[config.mk]
export PLATFORM = sky130hd
export DESIGN_NAME = fat_directory_entry_scanner
export DESIGN_NICKNAME = d
export VERILOG_FILES = /design/src/design/fdes_pkg.sv /design/src/design/fdes_entry_eval.sv /design/src/design/fdes_out_reg.sv /design/src/design/fat_directory_entry_scanner.sv
export VERILOG_INCLUDE_DIRS = /design/src /design/src/design
export SDC_FILE = /design/constraint.sdc
export NUM_CORES = 1
export LEC_CHECK = 0
export BUFFER_PORTS_ARGS = -buffer_cell sky130_fd_sc_hd__buf_4
export CAP_MARGIN = 20
export CELL_PAD_IN_SITES_DETAIL_PLACEMENT = 1
export CELL_PAD_IN_SITES_GLOBAL_PLACEMENT = 1
export CORE_MARGIN = 4
export CORE_UTILIZATION = 40
export CTS_BUF_LIST = sky130_fd_sc_hd__clkbuf_16
export DETAILED_ROUTE_END_ITERATION = 16
export PLACE_DENSITY = 0.83
export SLEW_MARGIN = 20
export SYNTH_ARGS = -nofsm -noshare
export SYNTH_HDL_FRONTEND = slang
export SYNTH_SLANG_ARGS = --single-unit
[constraint.sdc]
create_clock -name clk_i -period 7.8 [get_ports clk_i]
set_input_delay 0.39 -clock clk_i [delete_from_list [all_inputs] [get_ports clk_i]]
set_output_delay 0.39 -clock clk_i [all_outputs]
set_load 0.005 [all_outputs]
[src/design/fat_directory_entry_scanner_assert.svh]
// assertion macros shared by the scanner modules
// FDES_ASSERT is held off during reset, FDES_ASSERT_ALWAYS is checked at every edge
`ifndef FAT_DIRECTORY_ENTRY_SCANNER_ASSERT_SVH
`define FAT_DIRECTORY_ENTRY_SCANNER_ASSERT_SVH

`ifndef ASSERT_OFF
`define FDES_ASSERT(label, prop, msg) \
  label: assert property (@(posedge clk_i) disable iff (!rst_ni) prop) else $error(msg);
`define FDES_ASSERT_ALWAYS(label, prop, msg) \
  label: assert property (@(posedge clk_i) prop) else $error(msg);
`else
`define FDES_ASSERT(label, prop, msg)
`define FDES_ASSERT_ALWAYS(label, prop, msg)
`endif

`endif

[src/design/fdes_pkg.sv]
`timescale 1ns / 1ps

package fdes_pkg;

  // directory entry markers
  localparam logic [7:0] DeletedMark  = 8'hE5;
  localparam logic [7:0] LfnAttr      = 8'h0F;
  localparam int unsigned VolumeIdBit  = 3;
  localparam int unsigned DirectoryBit = 4;
  localparam int unsigned HalfShift    = 16;
  localparam logic [5:0] LfnMax       = 6'd63;

  typedef enum logic {
    StatusFound = 1'b0,
    StatusEnd   = 1'b1
  } status_e;

  // one reduced directory entry
  typedef struct packed {
    logic [15:0] cluster_low_half;
    logic [15:0] cluster_high_half;
    logic [7:0]  attribute_bits;
    logic [7:0]  name_first_byte;
  } entry_t;

  // scan state carried from entry to entry
  typedef struct packed {
    logic [15:0] regular_count;
    logic [5:0]  long_name_count;
    logic        scan_done;
  } scan_state_t;

  // one report
  typedef struct packed {
    status_e     status;
    logic [31:0] cluster_number;
    logic        is_directory;
    logic [5:0]  long_name_entries;
  } result_t;

endpackage

[src/design/fdes_entry_eval.sv]
`timescale 1ns / 1ps

module fdes_entry_eval (
  input  logic                first_i,
  input  fdes_pkg::entry_t    entry_i,
  input  fdes_pkg::scan_state_t state_i,
  input  logic [15:0]         target_index_i,
  output fdes_pkg::scan_state_t state_o,
  output logic                res_valid_o,
  output fdes_pkg::result_t   result_o
);
  import fdes_pkg::*;

  scan_state_t base;

  // a first-of-directory word starts from cleared counters
  always_comb begin
    if (first_i) begin
      base = '0;
    end else begin
      base = state_i;
    end
  end

  // classify the entry in priority order
  always_comb begin
    state_o     = base;
    res_valid_o = 1'b0;
    result_o    = '{status: StatusFound, cluster_number: '0,
                    is_directory: 1'b0, long_name_entries: '0};
    priority if (base.scan_done) begin
      // ignored until the next directory starts
    end else if (entry_i.name_first_byte == 8'h00) begin
      res_valid_o     = 1'b1;
      result_o.status = StatusEnd;
      state_o.scan_done = 1'b1;
    end else if (entry_i.name_first_byte == DeletedMark) begin
      state_o.long_name_count = '0;
    end else if (entry_i.attribute_bits == LfnAttr) begin
      if (base.long_name_count != LfnMax) begin
        state_o.long_name_count = base.long_name_count + 6'd1;
      end
    end else if (entry_i.attribute_bits[VolumeIdBit]) begin
      state_o.long_name_count = '0;
    end else if (base.regular_count == target_index_i) begin
      res_valid_o                = 1'b1;
      result_o.status            = StatusFound;
      result_o.cluster_number    = {entry_i.cluster_high_half, entry_i.cluster_low_half};
      result_o.is_directory      = entry_i.attribute_bits[DirectoryBit];
      result_o.long_name_entries = base.long_name_count;
      state_o.scan_done          = 1'b1;
    end else begin
      state_o.regular_count   = base.regular_count + 16'd1;
      state_o.long_name_count = '0;
    end
  end

endmodule

[src/design/fdes_out_reg.sv]
`timescale 1ns / 1ps

`include "fat_directory_entry_scanner_assert.svh"

module fdes_out_reg (
  input  logic              clk_i,
  input  logic              rst_ni,
  input  logic              load_i,
  input  fdes_pkg::result_t result_i,
  input  logic              ready_i,
  output logic              free_o,
  output logic              valid_o,
  output fdes_pkg::result_t result_o
);
  import fdes_pkg::*;

  logic    valid_q, valid_d;
  result_t result_q;

  // slot is free when it is empty or when the held word is taken this cycle
  assign free_o = !valid_q || ready_i;

  always_comb begin
    valid_d = valid_q;
    if (load_i) begin
      valid_d = 1'b1;
    end else if (ready_i) begin
      valid_d = 1'b0;
    end
  end

  always_ff @(posedge clk_i or negedge rst_ni) begin
    if (!rst_ni) begin
      valid_q <= 1'b0;
    end else begin
      valid_q <= valid_d;
    end
  end

  always_ff @(posedge clk_i) begin
    if (load_i) begin
      result_q <= result_i;
    end
  end

  assign valid_o  = valid_q;
  assign result_o = result_q;

  // never load over a word that is still waiting
  `FDES_ASSERT(a_no_overwrite, load_i |-> free_o, "result loaded over a pending word")

endmodule

[src/design/fat_directory_entry_scanner.sv]
`timescale 1ns / 1ps

// FAT directory entry scanner: takes one reduced directory entry per cycle and reports the
// entry whose regular index matches target_index (cluster, directory flag, preceding
// long-name count) or end of directory on a zero first byte. An entry is held in the input
// register, is classified against the counters and lands in the output register, from which
// its report is offered; the sustained rate is one entry per cycle, and it drops only
// while a report waits on m_axis_tready. Entries after a report are dropped until one
// with tuser set.
`include "fat_directory_entry_scanner_assert.svh"

module fat_directory_entry_scanner (
  input  logic        clk_i,
  input  logic        rst_ni,
  // configuration: target_index
  input  logic        cfg_valid_i,
  output logic        cfg_ready_o,
  input  logic [15:0] cfg_data_i,
  // entry stream
  input  logic        s_axis_tvalid,
  output logic        s_axis_tready,
  // name_first_byte, attribute_bits, cluster_high_half, cluster_low_half
  input  logic [47:0] s_axis_tdata,
  // first_of_directory
  input  logic        s_axis_tuser,
  // result stream
  output logic        m_axis_tvalid,
  input  logic        m_axis_tready,
  // cluster_number, is_directory, long_name_entries, one zero pad bit
  output logic [39:0] m_axis_tdata,
  // status
  output logic        m_axis_tuser
);
  import fdes_pkg::*;

  logic        in_valid_q, in_valid_d;
  logic        first_q;
  entry_t      entry_q;
  logic [15:0] target_q;
  scan_state_t state_q, state_d;
  logic        res_valid;
  result_t     res;
  logic        out_free;
  logic        stage_fire;
  logic        out_valid;
  result_t     out_res;

  // configuration register
  assign cfg_ready_o = 1'b1;

  always_ff @(posedge clk_i or negedge rst_ni) begin
    if (!rst_ni) begin
      target_q <= '0;
    end else if (cfg_valid_i) begin
      target_q <= cfg_data_i;
    end
  end

  // entry leaves the input register unless its report has nowhere to go
  assign stage_fire    = in_valid_q && (!res_valid || out_free);
  assign s_axis_tready = !in_valid_q || stage_fire;

  always_comb begin
    in_valid_d = in_valid_q;
    if (s_axis_tready) begin
      in_valid_d = s_axis_tvalid;
    end
  end

  always_ff @(posedge clk_i or negedge rst_ni) begin
    if (!rst_ni) begin
      in_valid_q <= 1'b0;
    end else begin
      in_valid_q <= in_valid_d;
    end
  end

  // input register payload
  always_ff @(posedge clk_i) begin
    if (s_axis_tvalid && s_axis_tready) begin
      first_q                   <= s_axis_tuser;
      entry_q.name_first_byte   <= s_axis_tdata[7:0];
      entry_q.attribute_bits    <= s_axis_tdata[15:8];
      entry_q.cluster_high_half <= s_axis_tdata[31:16];
      entry_q.cluster_low_half  <= s_axis_tdata[47:32];
    end
  end

  fdes_entry_eval u_eval (
    .first_i        (first_q),
    .entry_i        (entry_q),
    .state_i        (state_q),
    .target_index_i (target_q),
    .state_o        (state_d),
    .res_valid_o    (res_valid),
    .result_o       (res)
  );

  // scan counters
  always_ff @(posedge clk_i or negedge rst_ni) begin
    if (!rst_ni) begin
      state_q <= '0;
    end else if (stage_fire) begin
      state_q <= state_d;
    end
  end

  fdes_out_reg u_out (
    .clk_i    (clk_i),
    .rst_ni   (rst_ni),
    .load_i   (stage_fire && res_valid),
    .result_i (res),
    .ready_i  (m_axis_tready),
    .free_o   (out_free),
    .valid_o  (out_valid),
    .result_o (out_res)
  );

  // result word packing
  assign m_axis_tvalid = out_valid;
  assign m_axis_tuser  = out_res.status;
  assign m_axis_tdata  = {1'b0, out_res.long_name_entries, out_res.is_directory,
                          out_res.cluster_number};

  // a report always closes the scan
  `FDES_ASSERT(a_report_sets_done, stage_fire && res_valid |=> state_q.scan_done,
               "report did not set scan done")
  // a closed scan stays silent until a new directory
  `FDES_ASSERT(a_done_silent, in_valid_q && state_q.scan_done && !first_q |-> !res_valid,
               "result produced after scan done")
  // end-of-directory reports carry an empty payload
  `FDES_ASSERT(a_end_empty, m_axis_tvalid && m_axis_tuser == StatusEnd |->
               m_axis_tdata == 40'd0, "not-found report with payload")
  // the input side only stalls on a held entry
  `FDES_ASSERT_ALWAYS(a_stall_held, !s_axis_tready |-> in_valid_q,
                      "input stalled with empty register")

endmodule

=== Word level (Yosys, flattened, before mapping) ===
Cells that the tools add are included.

* Register bits after elaboration: 130
* Input port bits: 70
* Output and inout bits: 44
* Logic and storage cells: 58

* Add/subtract/negate cells: 2
* Eq/ne operators: 4
* Muxes and demuxes: 24
* Bitwise gates (word level): 1
* Reduce and logical (&&, ||, !) cells: 12

{| class="wikitable"
|+ Operator list
! kind !! number
|-
| $mux 40 || 3
|-
| $mux 16 || 3
|-
| $mux 23 || 2
|-
| $mux 22 || 2
|-
| $mux 39 || 1
|-
| $mux 6 || 4
|-
| $add 16x1->16 const B || 1
|-
| $eq 16x16->1 || 1
|-
| $mux 1 || 9
|-
| $eq 8x4->1 const B || 1
|-
| $eq 8x8->1 const B || 1
|-
| $logic_not 8->1 || 1
|-
| $add 6x1->6 const B || 1
|-
| $ne 6x6->1 const B || 1
|-
| $reduce_or 6->1 || 1
|-
| $logic_and 1x1->1 || 3
|-
| $logic_not 1->1 || 3
|-
| $logic_or 1x1->1 || 3
|-
| $reduce_bool 2->1 || 1
|-
| $not 1->1 || 1
|}

=== Logic depth before layout (Yosys ltp) ===
* Depth in word-level cells: 13
* Mapped depth: 12
* Mapped depth without buffers: 8

=== Cells and area by module ===
Synthesis repeated with hierarchy kept, for this count alone.

* Cells, all modules: 427
* Area total of the unflattened synthesis: 5754.3 sq um

{| class="wikitable"
|+ By module, submodules not included
! module !! instances !! cells each !! area an instance (sq um) !! seq. area each (sq um)
|-
| fat_directory_entry_scanner || 1 || 142 || 3012.9 || 2472.4
|-
| fdes_entry_eval || 1 || 242 || 1492.7 || 0.0
|-
| fdes_out_reg || 1 || 43 || 1248.7 || 1226.2
|}

=== Least setup slack after synthesis ===
OpenSTA, ideal clock, no wires.

* Path type: flip-flop to flip-flop
* Start: register first_q
* End: register entry_q[0] (netlist name) (enable)
* Library setup time: 0.462 ns
* Data arrival time: 3.756 ns
* Required time: 7.338 ns
* Setup slack: 3.582 ns
* Cell stages (with the launch flop): 10
* Path buffers: 3
* Clock period less this slack: 4.218 ns
* Path through: edfxtp_1 > buf_2 > buf_2 > buf_2 > o21ai_0 > a32oi_2 > nand4_4 > o21bai_1 > and3_1 > nor2b_1

* Longest elaborated chain between the ends: 13

{| class="wikitable"
|+ RTL lines
! what !! RTL line !! text
|-
| start: declaration || fat_directory_entry_scanner.sv:37 || <nowiki>logic first_q;</nowiki>
|-
| start signal: assignment || fat_directory_entry_scanner.sv:81 || <nowiki>first_q <= s_axis_tuser;</nowiki>
|-
| $mux 23 (*) || fdes_entry_eval.sv:18 || <nowiki>if (first_i) begin</nowiki>
|-
| $eq 16x16->1 || fdes_entry_eval.sv:45 || <nowiki>end else if (base.regular_count == target_index_i) begin</nowiki>
|-
| $mux 1 || fdes_entry_eval.sv:45 ||
|-
| $mux 1 || fdes_entry_eval.sv:43 || <nowiki>end else if (entry_i.attribute_bits[VolumeIdBit]) begin</nowiki>
|-
| $mux 1 || fdes_entry_eval.sv:39 || <nowiki>end else if (entry_i.attribute_bits == LfnAttr) begin</nowiki>
|-
| $mux 1 || fdes_entry_eval.sv:37 || <nowiki>end else if (entry_i.name_first_byte == DeletedMark) begin</nowiki>
|-
| $mux 1 || fdes_entry_eval.sv:33 || <nowiki>end else if (entry_i.name_first_byte == 8'h00) begin</nowiki>
|-
| $mux 1 (*) || fdes_entry_eval.sv:31 || <nowiki>priority if (base.scan_done) begin</nowiki>
|-
| $logic_not 1->1 (*) || fat_directory_entry_scanner.sv:60 || <nowiki>assign stage_fire = in_valid_q && (!res_valid || out_free);</nowiki>
|-
| $logic_or 1x1->1 (*) || fat_directory_entry_scanner.sv:60 ||
|-
| $logic_and 1x1->1 (*) || fat_directory_entry_scanner.sv:60 ||
|-
| $logic_or 1x1->1 (*) || fat_directory_entry_scanner.sv:61 || <nowiki>assign s_axis_tready = !in_valid_q || stage_fire;</nowiki>
|-
| $logic_and 1x1->1 (*) || fat_directory_entry_scanner.sv:80 || <nowiki>if (s_axis_tvalid && s_axis_tready) begin</nowiki>
|-
| end: declaration || fat_directory_entry_scanner.sv:38 || <nowiki>entry_t entry_q;</nowiki>
|}

Mark *: on every way between the ends. The rest lies on a longest branch, timed or not.
A chain may end at the register's enable or synchronous reset.

=== Final worst setup path ===
* Start: register first_q
* End: output port s_axis_tready

* Longest elaborated chain between the ends: 12

{| class="wikitable"
|+ RTL lines
! what !! RTL line !! text
|-
| $mux 23 (*) || fdes_entry_eval.sv:18 ||
|-
| $eq 16x16->1 || fdes_entry_eval.sv:45 ||
|-
| $mux 1 || fdes_entry_eval.sv:45 ||
|-
| $mux 1 || fdes_entry_eval.sv:43 ||
|-
| $mux 1 || fdes_entry_eval.sv:39 ||
|-
| $mux 1 || fdes_entry_eval.sv:37 ||
|-
| $mux 1 || fdes_entry_eval.sv:33 ||
|-
| $mux 1 (*) || fdes_entry_eval.sv:31 ||
|-
| $logic_not 1->1 (*) || fat_directory_entry_scanner.sv:60 ||
|-
| $logic_or 1x1->1 (*) || fat_directory_entry_scanner.sv:60 ||
|-
| $logic_and 1x1->1 (*) || fat_directory_entry_scanner.sv:60 ||
|-
| $logic_or 1x1->1 (*) || fat_directory_entry_scanner.sv:61 ||
|-
| end: declaration || fat_directory_entry_scanner.sv:21 || <nowiki>output logic s_axis_tready,</nowiki>
|}

Marked as above.

==> summary.md <==
| Metric | Value |
|---|---|
| CTS H-tree lvls | `4` |
| Skew-Pair Late Insertion Delay | `0.42 ns` |
| Power Dens Cells | `between 200 and 250 nW/um^2` |
| Total number of vias | `~4000` |
| Slew Viols, Final | `0` |
| Nets | `~630` |
| Mapped Nets | `~520` |
| Status | `finished clean` |
| Max_slew headroom | `0.505` |
| WS Path Type | `reg2out` |
| Worst setup SP type | `flop` |
| Final Routed Wirelength | `14500 um` |
| Register clock-pin slew on the reported worst setup and hold paths | `0.06 ns` |
| P_leak | `between 2 and 3 nW` |
| GP Congestion | `0.857` |
| First-pass GRT wire length | `23400 um` |
| 1st-iter DRT viols | `slightly below 300` |
| Hold crit path type | `in2reg` |
| Buf/Inv on CP | `4` |
| DR WL met3 | `666 um` |
| FF/Latch Area | `between 3000 and 4000 um^2` |
| Die footprint | `16300 um^2` |
| Data required, critical path | `between 7 and 8 ns` |
| Rows | `between 40 and 50` |
| Post-synthesis cell type count | `61` |
| Crit share post-route | `0.485` |
| Worst Reg2Reg Path Length in Cells | `9` |
| Crit path cell chain | `buf_4 > inv_1 > nand4_1 > a32oi_2 > nand4_4 > o21bai_1 > and3_1 > inv_1 > buf_4` |
| Hold Slack | `around 0.14 ns` |
| # DRC | `0` |
| Global route overflow | `0` |
| Ant diodes | `0` |
| All-Layer GR Usage | `0.187` |
| Met2 wire length | `approximately 7700 um` |
| Post-detail-place hpwl | `slightly above 10000 um` |
| Routed Antenna Nets | `0` |
| Finished Layout Cells | `about 740` |
| DIE HEIGHT | `around 130 um` |
| Sink Count | `130` |
| Asr flop ratio synth | `0.315` |
| Initial core utilization | `0.411` |
| CTS tree | `yes` |
| Synthesized area | `about 5700 um^2` |
| IO Pins | `between 100 and 150` |
| Core Area | `13900 um^2` |
| Setup TNS | `0 ns` |
| Top delay family on crit path | `buffers and inverters` |
| Vias per cell | `roughly 5.5` |
| Placed Instances | `between 700 and 800` |
| Sequential area share after synthesis | `0.646` |
| Primary FF master, synth | `edfxtp_1` |
| Root buf cell | `clkbuf_16` |
| Vias in the first global route | `4323` |
| Tot Pwr | `roughly 1.6 mW` |
| Post-synth EDFFs | `89` |
| Initial antenna violation count | `0` |
| Register bit count reported by yosys | `130` |
| Post-Synthesis Mean Instance Area | `12.8 um^2` |
| Worst path max stage delay | `roughly 0.50 ns` |
| DRT met1 WL | `about 5800 um` |
| Stages on worst setup path | `9` |
| CTS max path bufs | `2` |
| CTS-repair resized insts | `0` |
| Slew @ Worst Pin | `between 0.7 and 0.8 ns` |
| Filler cells | `about 1400` |
| Max-Cap Viols | `0` |
| Final min period | `about 3.8 ns` |
| CP endpoint kind | `primary output` |
| Layout area overhead | `27.0%` |
| Clock buffer count from CTS | `17` |
| CP max FO | `40` |
| Largest net degree at the start of global routing | `50` |
| Die width | `between 100 and 150 um` |
| Hold Crit Depth | `1` |
| Slowest cell on crit path | `inv_1` |
| IO Port Bufs | `between 100 and 150` |
| Drt pass-1 iters | `6` |
| Top Layer Used | `met4` |
| Ys Warns | `0` |
| Share of cells above drive strength 1 | `0.307` |
| RSZ-0062 raised after global routing | `false` |
| Final setup violation count | `0` |
| Layout Skew | `~0.0086 ns` |
| Max VDD drop | `~0.00015 V` |
| Achievable frequency | `roughly 260 MHz` |
| Synth Instances | `446` |
| Worst EP arrival | `between 3 and 4 ns` |
| Multi-input logic area | `~1900 um^2` |
| Post-DR wirelength/cell | `between 15 and 20 um` |
| Final Hold Fails | `0` |
-- layout by cell type (no fill, tap or decap), types with 4 or more instances in the layout --
cell type and n:
buf_4 113, edfxtp_1 89, dfrtp_1 41, and2_1 39
nor2_1 25, o21ai_0 24, nand2_1 24, clkbuf_16 17
mux2_2 16, and3_1 15, nand4_1 14, nand3_1 13
nor2b_1 8, or4_1 7, inv_1 6, xnor2_1 6
a21oi_1 6, o211ai_1 5, o31ai_1 5, a31oi_1 5
nand3b_1 4, nand2b_1 4, clkinv_2 4, clkinvlp_4 4
-- power breakdown --
part	internal, mW	switching [mW]
Combinational	0.0545	0.0485
Sequential	0.775	0.0321
Clock	0.433	0.298
Total	1.26	0.379
-- worst register-to-register path, stage by stage (launching register included) --
cell      delay, ns
edfxtp_1       0.37
buf_4          0.26
inv_1          0.51
nand4_1        0.18
a32oi_2        0.34
nand4_4        0.44
o21bai_1       0.38
nand2_1        0.15
nor2_4         0.36
buf_12         0.26
-- final timing paths --
kind,startpoint,end,slack [ns]
worst max register to register,first_q$_DFFE_PP_,u_out.result_o[29]$_SDFFCE_PP0P_,4.23
worst min-delay path,s_axis_tdata[5],entry_q[5]$_DFFE_PP_,0.14
max in group asynchronous,rst_ni,state_q[10]$_DFFE_PN0P_,6.92
worst max-delay path,first_q$_DFFE_PP_,s_axis_tready,4.02
worst min register to register,entry_q[23]$_DFFE_PP_,u_out.result_o[30]$_SDFFCE_PP0P_,0.52
min in group asynchronous,rst_ni,target_q[9]$_DFFE_PN0P_,0.50
-- cell type report --
| type | instances | share of cell area |
|---|---|---|
| inverter | 6 | 0.00310 |
| timing repair buffer | 115 | 0.121 |
| sequential | 130 | 0.509 |
| multi-input combinational | 283 | 0.262 |
| clock inverter | 13 | 0.0158 |
| tap | 180 | 0.0310 |
| clock buffer | 17 | 0.0585 |
-- metrics by stage --
stage / utilization / setup slack (ns) / instance area [um^2]
2_1_floorplan: - / 3.58 / 5730
3_3_place_gp: 0.480 / 4.15 / 6690
3_5_place_dp: 0.480 / 3.94 / 6690
4_1_cts: 0.520 / 3.88 / 7240
5_1_grt: 0.522 / 3.67 / 7270
6_report: 0.522 / 4.02 / 7270
-- registers in the layout (all words and copies together) (netlist names) --
signal	flops
entry_q	48
u_out.result_o	40
state_q	23
target_q	16
first_q	1
in_valid_q	1
u_out.valid_o	1
-- layer usage --
metal  vias up  track usage
met4         0       0.0674
met2       121        0.329
met5         -            0
li1       1870            -
met3        23       0.0426
met1      2061        0.224
-- cell families (layout without fill, tap and decap cells) --
| group | count (synthesis) | count (layout) | synth area share |
|---|---|---|---|
| buf+inv | 33 | 151 | 0.0260 |
| simple gates | 176 | 176 | 0.178 |
| flops | 130 | 130 | 0.646 |
| xor+xnor | 9 | 9 | 0.0138 |
| mux | 18 | 18 | 0.0350 |
| compound gates | 76 | 76 | 0.0955 |
| fa+ha+maj | 2 | 2 | 0.00437 |
| other cells | 2 | 2 | 0.00131 |
-- what timing repair did --
action                                  CTS  global route
endpoints found under the hold margin    41             0
setup buffers                             0             0
hold buffers                              1             0
endpoints found under the setup margin    0             0
-- synthesized netlist by cell type, types with 4 or more instances --
cell / count / share of area
a21oi_1: 6 / 0.0052
a31oi_1: 5 / 0.0055
and2_1: 39 / 0.043
and3_1: 15 / 0.016
buf_2: 7 / 0.0061
buf_4: 4 / 0.0052
clkbuf_1: 14 / 0.0092
dfrtp_1: 41 / 0.18
edfxtp_1: 89 / 0.47
inv_1: 6 / 0.0039
mux2_2: 16 / 0.031
nand2_1: 24 / 0.016
nand2b_1: 4 / 0.0044
nand3_1: 13 / 0.011
nand3b_1: 4 / 0.0052
nand4_1: 14 / 0.015
nor2_1: 26 / 0.017
nor2b_1: 10 / 0.011
o211ai_1: 5 / 0.0066
o21ai_0: 24 / 0.021
o31ai_1: 5 / 0.0066
or4_1: 7 / 0.0092
xnor2_1: 6 / 0.0092
No activity file was read; power rests on OpenSTA's default activity.
